File: src/dat_pkg.sv
// dat_pkg: shared types, codes and reset values for the demand-actuated
// traffic light core. No dependencies.
package dat_pkg;

  localparam int unsigned TimeW = 32;
  localparam int unsigned DurW  = 16;
  localparam int unsigned CfgIdxW = 2;

  localparam logic [1:0] LIGHT_RED    = 2'd0;
  localparam logic [1:0] LIGHT_ORANGE = 2'd1;
  localparam logic [1:0] LIGHT_GREEN  = 2'd2;

  localparam logic [2:0] PH_V_GREEN        = 3'd0;
  localparam logic [2:0] PH_V_ORANGE_RED   = 3'd1;
  localparam logic [2:0] PH_H_ORANGE_GREEN = 3'd2;
  localparam logic [2:0] PH_H_GREEN        = 3'd3;
  localparam logic [2:0] PH_H_ORANGE_RED   = 3'd4;
  localparam logic [2:0] PH_V_ORANGE_GREEN = 3'd5;

  localparam logic [CfgIdxW-1:0] CFG_ORANGE_TIME = 2'd0;
  localparam logic [CfgIdxW-1:0] CFG_IDLE_GREEN  = 2'd1;
  localparam logic [CfgIdxW-1:0] CFG_MAX_RED     = 2'd2;

  localparam logic [DurW-1:0] ORANGE_TIME_RST = 16'd2000;
  localparam logic [DurW-1:0] IDLE_GREEN_RST  = 16'd5000;
  localparam logic [DurW-1:0] MAX_RED_RST     = 16'd6000;

  typedef enum logic [5:0] {
    ST_V_GREEN        = 6'b000001,
    ST_V_ORANGE_RED   = 6'b000010,
    ST_H_ORANGE_GREEN = 6'b000100,
    ST_H_GREEN        = 6'b001000,
    ST_H_ORANGE_RED   = 6'b010000,
    ST_V_ORANGE_GREEN = 6'b100000
  } phase_t;

  typedef struct packed {
    logic [TimeW-1:0] now_ms;
    logic             cars_horizontal;
    logic             cars_vertical;
  } in_req_t;

  typedef struct packed {
    logic [1:0] vertical_light;
    logic [1:0] horizontal_light;
    logic [2:0] current_phase;
  } out_req_t;

endpackage

File: src/demand_actuated_traffic_light_core.sv
// demand_actuated_traffic_light_core: six-phase two-road signal controller
// with input register, phase update logic and result register. Uses dat_pkg.
//
// channel | direction | handshake           | payload
// in_     | input     | in_valid / in_stall | dat_pkg::in_req_t
// out_    | output    | out_valid/out_stall | dat_pkg::out_req_t
// cfg_    | input     | cfg_valid/cfg_ready | cfg_index, cfg_data
//
// an accepted request waits in the input register, then moves into the
// result register unless out_stall is holding that register
// one request per cycle is sustained while out_stall is low; the phase update
// is a single pass of two 32-bit subtracts and three compares
// synchronous active-low reset restores vertical green and default timings
// out_stall holds the result register; in_stall rises once the input
// register is also full
module demand_actuated_traffic_light_core (
  input  logic                          clk,
  input  logic                          rst_n,
  input  logic                          in_valid,
  output logic                          in_stall,
  input  dat_pkg::in_req_t              in_data,
  output logic                          out_valid,
  input  logic                          out_stall,
  output dat_pkg::out_req_t             out_data,
  input  logic                          cfg_valid,
  output logic                          cfg_ready,
  input  logic [dat_pkg::CfgIdxW-1:0]   cfg_index,
  input  logic [dat_pkg::DurW-1:0]      cfg_data
);

  logic [dat_pkg::DurW-1:0]  orange_time_r;
  logic [dat_pkg::DurW-1:0]  idle_green_r;
  logic [dat_pkg::DurW-1:0]  max_red_r;

  dat_pkg::phase_t           phase_r, phase_nxt;
  logic [dat_pkg::TimeW-1:0] green_start_r, green_start_nxt;
  logic [dat_pkg::TimeW-1:0] orange_start_r, orange_start_nxt;

  logic                      s1_valid_r;
  dat_pkg::in_req_t          s1_req_r;
  logic                      out_valid_r;
  dat_pkg::out_req_t         out_req_r, out_req_nxt;

  logic                      advance;
  logic                      in_accept;
  logic [dat_pkg::TimeW-1:0] green_el;
  logic [dat_pkg::TimeW-1:0] orange_el;
  logic                      orange_done;
  logic                      idle_done;
  logic                      max_done;

  assign advance   = !out_valid_r || !out_stall;
  assign in_stall  = s1_valid_r && !advance;
  assign in_accept = in_valid && !in_stall;
  assign cfg_ready = 1'b1;
  assign out_valid = out_valid_r;
  assign out_data  = out_req_r;

  assign green_el    = s1_req_r.now_ms - green_start_r;
  assign orange_el   = s1_req_r.now_ms - orange_start_r;
  assign orange_done = orange_el >= {{(dat_pkg::TimeW-dat_pkg::DurW){1'b0}}, orange_time_r};
  assign idle_done   = green_el >= {{(dat_pkg::TimeW-dat_pkg::DurW){1'b0}}, idle_green_r};
  assign max_done    = green_el >= {{(dat_pkg::TimeW-dat_pkg::DurW){1'b0}}, max_red_r};

  function automatic logic hand_over(input logic mine, input logic other,
                                     input logic idle_ok, input logic max_ok);
    logic r;
    r = (!mine && !other && idle_ok) || (mine && other && max_ok) || (other && !mine);
    return r;
  endfunction

  always_comb begin
    phase_nxt        = phase_r;
    green_start_nxt  = green_start_r;
    orange_start_nxt = orange_start_r;
    out_req_nxt.vertical_light   = dat_pkg::LIGHT_RED;
    out_req_nxt.horizontal_light = dat_pkg::LIGHT_RED;
    out_req_nxt.current_phase    = dat_pkg::PH_V_GREEN;
    case (phase_r)
      dat_pkg::ST_V_GREEN: begin
        out_req_nxt.vertical_light = dat_pkg::LIGHT_GREEN;
        out_req_nxt.current_phase  = dat_pkg::PH_V_GREEN;
        if (hand_over(s1_req_r.cars_vertical, s1_req_r.cars_horizontal,
                      idle_done, max_done)) begin
          orange_start_nxt = s1_req_r.now_ms;
          phase_nxt        = dat_pkg::ST_V_ORANGE_RED;
        end
      end
      dat_pkg::ST_V_ORANGE_RED: begin
        out_req_nxt.vertical_light = dat_pkg::LIGHT_ORANGE;
        out_req_nxt.current_phase  = dat_pkg::PH_V_ORANGE_RED;
        if (orange_done) begin
          orange_start_nxt = s1_req_r.now_ms;
          phase_nxt        = dat_pkg::ST_H_ORANGE_GREEN;
        end
      end
      dat_pkg::ST_H_ORANGE_GREEN: begin
        out_req_nxt.horizontal_light = dat_pkg::LIGHT_ORANGE;
        out_req_nxt.current_phase    = dat_pkg::PH_H_ORANGE_GREEN;
        if (orange_done) begin
          green_start_nxt = s1_req_r.now_ms;
          phase_nxt       = dat_pkg::ST_H_GREEN;
        end
      end
      dat_pkg::ST_H_GREEN: begin
        out_req_nxt.horizontal_light = dat_pkg::LIGHT_GREEN;
        out_req_nxt.current_phase    = dat_pkg::PH_H_GREEN;
        if (hand_over(s1_req_r.cars_horizontal, s1_req_r.cars_vertical,
                      idle_done, max_done)) begin
          orange_start_nxt = s1_req_r.now_ms;
          phase_nxt        = dat_pkg::ST_H_ORANGE_RED;
        end
      end
      dat_pkg::ST_H_ORANGE_RED: begin
        out_req_nxt.horizontal_light = dat_pkg::LIGHT_ORANGE;
        out_req_nxt.current_phase    = dat_pkg::PH_H_ORANGE_RED;
        if (orange_done) begin
          orange_start_nxt = s1_req_r.now_ms;
          phase_nxt        = dat_pkg::ST_V_ORANGE_GREEN;
        end
      end
      dat_pkg::ST_V_ORANGE_GREEN: begin
        out_req_nxt.vertical_light = dat_pkg::LIGHT_ORANGE;
        out_req_nxt.current_phase  = dat_pkg::PH_V_ORANGE_GREEN;
        if (orange_done) begin
          green_start_nxt = s1_req_r.now_ms;
          phase_nxt       = dat_pkg::ST_V_GREEN;
        end
      end
      default: begin
        phase_nxt = dat_pkg::ST_V_GREEN;
      end
    endcase
  end

  // control and state
  always_ff @(posedge clk) begin
    if (!rst_n) begin
      s1_valid_r     <= 1'b0;
      out_valid_r    <= 1'b0;
      phase_r        <= dat_pkg::ST_V_GREEN;
      green_start_r  <= '0;
      orange_start_r <= '0;
      orange_time_r  <= dat_pkg::ORANGE_TIME_RST;
      idle_green_r   <= dat_pkg::IDLE_GREEN_RST;
      max_red_r      <= dat_pkg::MAX_RED_RST;
    end else begin
      if (advance) begin
        out_valid_r <= s1_valid_r;
      end
      s1_valid_r <= in_accept || (s1_valid_r && !advance);
      if (advance && s1_valid_r) begin
        phase_r        <= phase_nxt;
        green_start_r  <= green_start_nxt;
        orange_start_r <= orange_start_nxt;
      end
      if (cfg_valid && cfg_ready) begin
        case (cfg_index)
          dat_pkg::CFG_ORANGE_TIME: orange_time_r <= cfg_data;
          dat_pkg::CFG_IDLE_GREEN:  idle_green_r  <= cfg_data;
          dat_pkg::CFG_MAX_RED:     max_red_r     <= cfg_data;
          default: ;
        endcase
      end
    end
  end

  // payload
  always_ff @(posedge clk) begin
    if (in_accept) begin
      s1_req_r <= in_data;
    end
    if (advance && s1_valid_r) begin
      out_req_r <= out_req_nxt;
    end
  end

endmodule

File: config.mk
export PLATFORM = sky130hd
export DESIGN_NAME = demand_actuated_traffic_light_core
export DESIGN_NICKNAME = d
export VERILOG_FILES = /design/src/dat_pkg.sv /design/src/demand_actuated_traffic_light_core.sv
export SDC_FILE = /design/constraint.sdc
export NUM_CORES = 1
export LEC_CHECK = 0
export BUFFER_PORTS_ARGS = -buffer_cell sky130_fd_sc_hd__buf_2
export CORE_ASPECT_RATIO = 2
export CORE_MARGIN = 5
export CORE_UTILIZATION = 40
export CTS_BUF_LIST = sky130_fd_sc_hd__clkbuf_4 sky130_fd_sc_hd__clkbuf_8
export DETAILED_ROUTE_END_ITERATION = 10
export SKIP_LAST_GASP = 1
export SYNTH_ARGS = -nofsm -noshare
export SYNTH_HDL_FRONTEND = slang
export SYNTH_SLANG_ARGS = --single-unit
File: constraint.sdc
create_clock -name clk -period 5.4 [get_ports clk]
set_input_delay 0.81 -clock clk [delete_from_list [all_inputs] [get_ports clk]]
set_output_delay 0.81 -clock clk [all_outputs]
set_load 0.02 [all_outputs]
==> impl_metrics.py <==
metrics = {
    "outcome": {
        "run_status": "finished clean",
    },
    "timing": {
        "worst-slew-pin-transition_ns": 1.066,
        "timing.hold.ws_ns": 0.4597,
        "unrepaired_setup_endpoints_after_global_routing": "no",
        "setup_ws_ns": 0.3675,
        "highest_clock_rate_ghz": 0.1987,
        "fin_setup_tns_ns": 0,
        "timing.clock.skew_ns": 0.01301,
        "timing.final.hold_violations": 0,
        "number_of_setup_violations_in_the_final_report": 0,
        "maxSlewHeadroom_pct": 28.90,
        "post-route-period-util_pct": 93.20,
        "timing.final.max_slew_violations": 0,
        "finalWorstPathRequiredPeriod_ns": 5.033,
    },
    "detailed_routing": {
        "dr.first_iter.drc_count": 539,
        "avgRoutedWirePerCell_um": 17.96,
        "num_vias": 9461,
        "drc": 0,
        "postRouteAntennaNets": 0,
        "detail_route.first_pass.iterations": 5,
        "routed_via_density": 5.453,
        "drt-total-wl_um": 31160,
    },
    "finish": {
        "finalNetCount": 1538,
        "drive_above_1_share_pct": 9.696,
        "postLayoutCoreUtil_pct": 44.28,
        "final_common_cell": "sky130_fd_sc_hd__nand2_1",
        "area.growth.synth_to_final_pct": 9.539,
        "stdcell_area_um2": 12200,
        "leading_cell_types_in_the_layout_fill_and_taps_excluded": "220 x sky130_fd_sc_hd__nand2_1, 127 x sky130_fd_sc_hd__inv_1, 120 x sky130_fd_sc_hd__dfxtp_1",
        "fillCellCount": 2864,
    },
    "setup_path": {
        "worst_path_max_fanout": 32,
        "critPathLaunchType": "register",
        "critical_path.startpoint": "s1_req_r[4]",
        "critPathKind": "reg -> reg",
        "setup.reg_to_reg.worst_slack_ns": 0.37,
        "r2r_end": "orange_start_r[3]",
        "worst-r2r-cell-count": 19,
        "critical_path_arrival_ns": 5.42,
        "kind_of_end_point_of_the_critical_path": "register",
        "critical_path.reg2reg.startpoint": "s1_req_r[4]",
        "setup.worst_path.end": "orange_start_r[3]",
        "worst-endpoint-required_ns": 5.79,
    },
    "die": {
        "core_area_um2": 27550,
        "row_count": 86,
        "floorplan.die.width_um": 128.0,
        "design.die.area_um2": 31480,
        "floorplan.initialDensity_pct": 40.43,
        "design.portCount": 67,
        "die_height_um": 246.0,
    },
    "grt": {
        "grt_first_pass_wirelength_um": 49540,
        "grt_overflow": 0,
        "antenna_found_initial": 1,
        "gr-usage-all-layers_pct": 20.32,
        "grt_start_max_net_pins": 104,
        "number_of_global_route_vias_before_repair": 9560,
    },
    "synthesis": {
        "number_of_enable_flip_flop_cells_after_synthesis": 41,
        "ys.warnings.count": 0,
        "number_of_distinct_library_cell_variants_in_the_gate_level_netlist_after_synthesis": 81,
        "synth.net_count": 1489,
        "avgSynthCellArea_um2": 8.436,
        "synth_seq_cells": 161,
        "netlist_area_um2": 11140,
        "syn_inst": 1320,
        "synth_top_flop_cell": "sky130_fd_sc_hd__dfxtp_1",
        "asyncSetResetFlopFracSynth_pct": 0,
        "yosysSeqAreaShare_pct": 32.63,
    },
    "clock_tree": {
        "max-clock-path-buffers": 2,
        "post_cts_setup_buffers": 0,
        "cts_tree": "yes",
        "root_buffer": "sky130_fd_sc_hd__clkbuf_8",
        "numCtsBuffers": 17,
        "clock_network_latency_to_the_later_pin_of_the_worst_skew_pair_ns": 0.51,
        "clock_transition_at_the_registers_of_the_reported_paths_ns": 0.10,
        "htreeDepth": 4,
        "tritoncts_num_sinks": 161,
    },
    "pwr": {
        "p_per_area_nw_per_um2": 240.8,
        "power_leakage_nw": 4.689,
        "irDropWorstVdd_v": 0.0001641,
    },
    "placed_design": {
        "placed_cell_area_um2": 11810,
        "dp_hpwl_um": 24870,
        "pre_cts_ws_ns": 0.2366,
        "routabilityCongestion": 0.9287,
        "io_buffers": 65,
    },
    "flow_run": {
        "cap_violations": 0,
    },
    "min_path": {
        "instance_count_along_the_most_critical_hold_path": 2,
        "hold_path.class": "reg -> reg",
    },
}
cells in the mapped netlist (34+ instances only):
cell | number | share of area [%]
sky130_fd_sc_hd__mux2i_1 | 73 | 6.6
sky130_fd_sc_hd__ha_1 | 110 | 12
sky130_fd_sc_hd__clkbuf_1 | 34 | 1.1
sky130_fd_sc_hd__nor2b_1 | 40 | 2.2
sky130_fd_sc_hd__nand2_1 | 220 | 7.4
sky130_fd_sc_hd__inv_1 | 127 | 4.3
sky130_fd_sc_hd__dfxtp_1 | 120 | 22
sky130_fd_sc_hd__nor2_1 | 60 | 2.0
sky130_fd_sc_hd__o21ai_0 | 38 | 1.7
sky130_fd_sc_hd__a21oi_1 | 76 | 3.4
sky130_fd_sc_hd__edfxtp_1 | 41 | 11
sky130_fd_sc_hd__a21boi_0 | 34 | 2.3
routing by layer:
layer	GRT usage [%]	wire, um	vias to the layer above
met4	15.03	2447	0
met3	3.174	1041	85
met5	0	0	-
met1	19.74	11250	4428
li1	-	-	4732
met2	37.69	16420	216
critical path, stage by stage, from the launching register on:
cell and delay [ns]:
sky130_fd_sc_hd__edfxtp_1 0.48, sky130_fd_sc_hd__ha_1 0.43, sky130_fd_sc_hd__nor2b_1 0.19, sky130_fd_sc_hd__o2111ai_1 0.28, sky130_fd_sc_hd__nand2_1 0.16, sky130_fd_sc_hd__a21o_1 0.20
sky130_fd_sc_hd__a21oi_1 0.18, sky130_fd_sc_hd__xnor2_1 0.14, sky130_fd_sc_hd__ha_1 0.22, sky130_fd_sc_hd__or2_2 0.28, sky130_fd_sc_hd__a2111oi_2 0.36, sky130_fd_sc_hd__o22ai_1 0.16
sky130_fd_sc_hd__a2111oi_0 0.39, sky130_fd_sc_hd__nand4_1 0.15, sky130_fd_sc_hd__or4_1 0.44, sky130_fd_sc_hd__nor4_2 0.15, sky130_fd_sc_hd__a31o_2 0.23, sky130_fd_sc_hd__a311oi_4 0.05
sky130_fd_sc_hd__buf_12 0.23, sky130_fd_sc_hd__mux2i_1 0.16
per-stage QoR:
step | instances | total power, W
floorplan | 1320 | 0.001865
CTS | 1734 | 0.002968
global route | 1735 | 0.003102
detailed placement | 1702 | 0.002085
finish | 1735 | 0.002938
global placement | 1702 | 0.002076
power breakdown:
| part | total, W | switching [W] | internal, W |
|---|---|---|---|
| logic | 0.000737 | 0.000439 | 0.000298 |
| registers | 0.00133 | 0.0000411 | 0.00129 |
| clock network | 0.000873 | 0.000499 | 0.000375 |
| total | 0.00294 | 0.000979 | 0.00196 |
sequential cells by signal (all words and copies together), names as in the netlist:
name,cells
green_start_r,32
idle_green_r,16
max_red_r,16
orange_start_r,32
orange_time_r,16
out_data,7
out_valid,1
phase_r,6
s1_req_r,34
s1_valid_r,1
layout make-up:
class                           instances  area, um^2  share of cell area (%)
Inverter                              127       476.7                   3.908
Clock inverter                         14       130.1                   1.067
Sequential cell                       161        3633                   29.79
Clock buffer                           18       241.5                   1.980
Multi-Input combinational cell        983        6815                   55.87
Timing Repair Buffer                   79       457.9                   3.754
Antenna cell                            1       2.502                 0.02052
Tap cell                              352       440.4                   3.611
worst min path at each step:
| stage | from | to | slack [ns] |
|---|---|---|---|
| after global placement | orange_start_r[23] | orange_start_r[23] | 0.44 |
| final | orange_start_r[24] | orange_start_r[24] | 0.46 |
| after CTS | in_data[21] | s1_req_r[21] | 0.43 |
| after detailed placement | orange_start_r[20] | orange_start_r[20] | 0.45 |
| after floorplan | orange_start_r[10] | orange_start_r[10] | 0.43 |
| after global routing | in_data[21] | s1_req_r[21] | 0.43 |
kinds of logic after synthesis:
logic type / synth area share [%]
compound gates: 19.35
xor+xnor: 3.618
fa+ha+maj: 12.72
buf+inv: 6.483
flops: 32.63
mux: 6.663
other cells: 0.03368
simple gates: 18.51
repair_timing:
action | CTS | global route
resized for setup | 0 | 5
endpoints found under the setup margin | 0 | 38
hold buffers | 0 | 0
(Power assumes the default switching activity.)
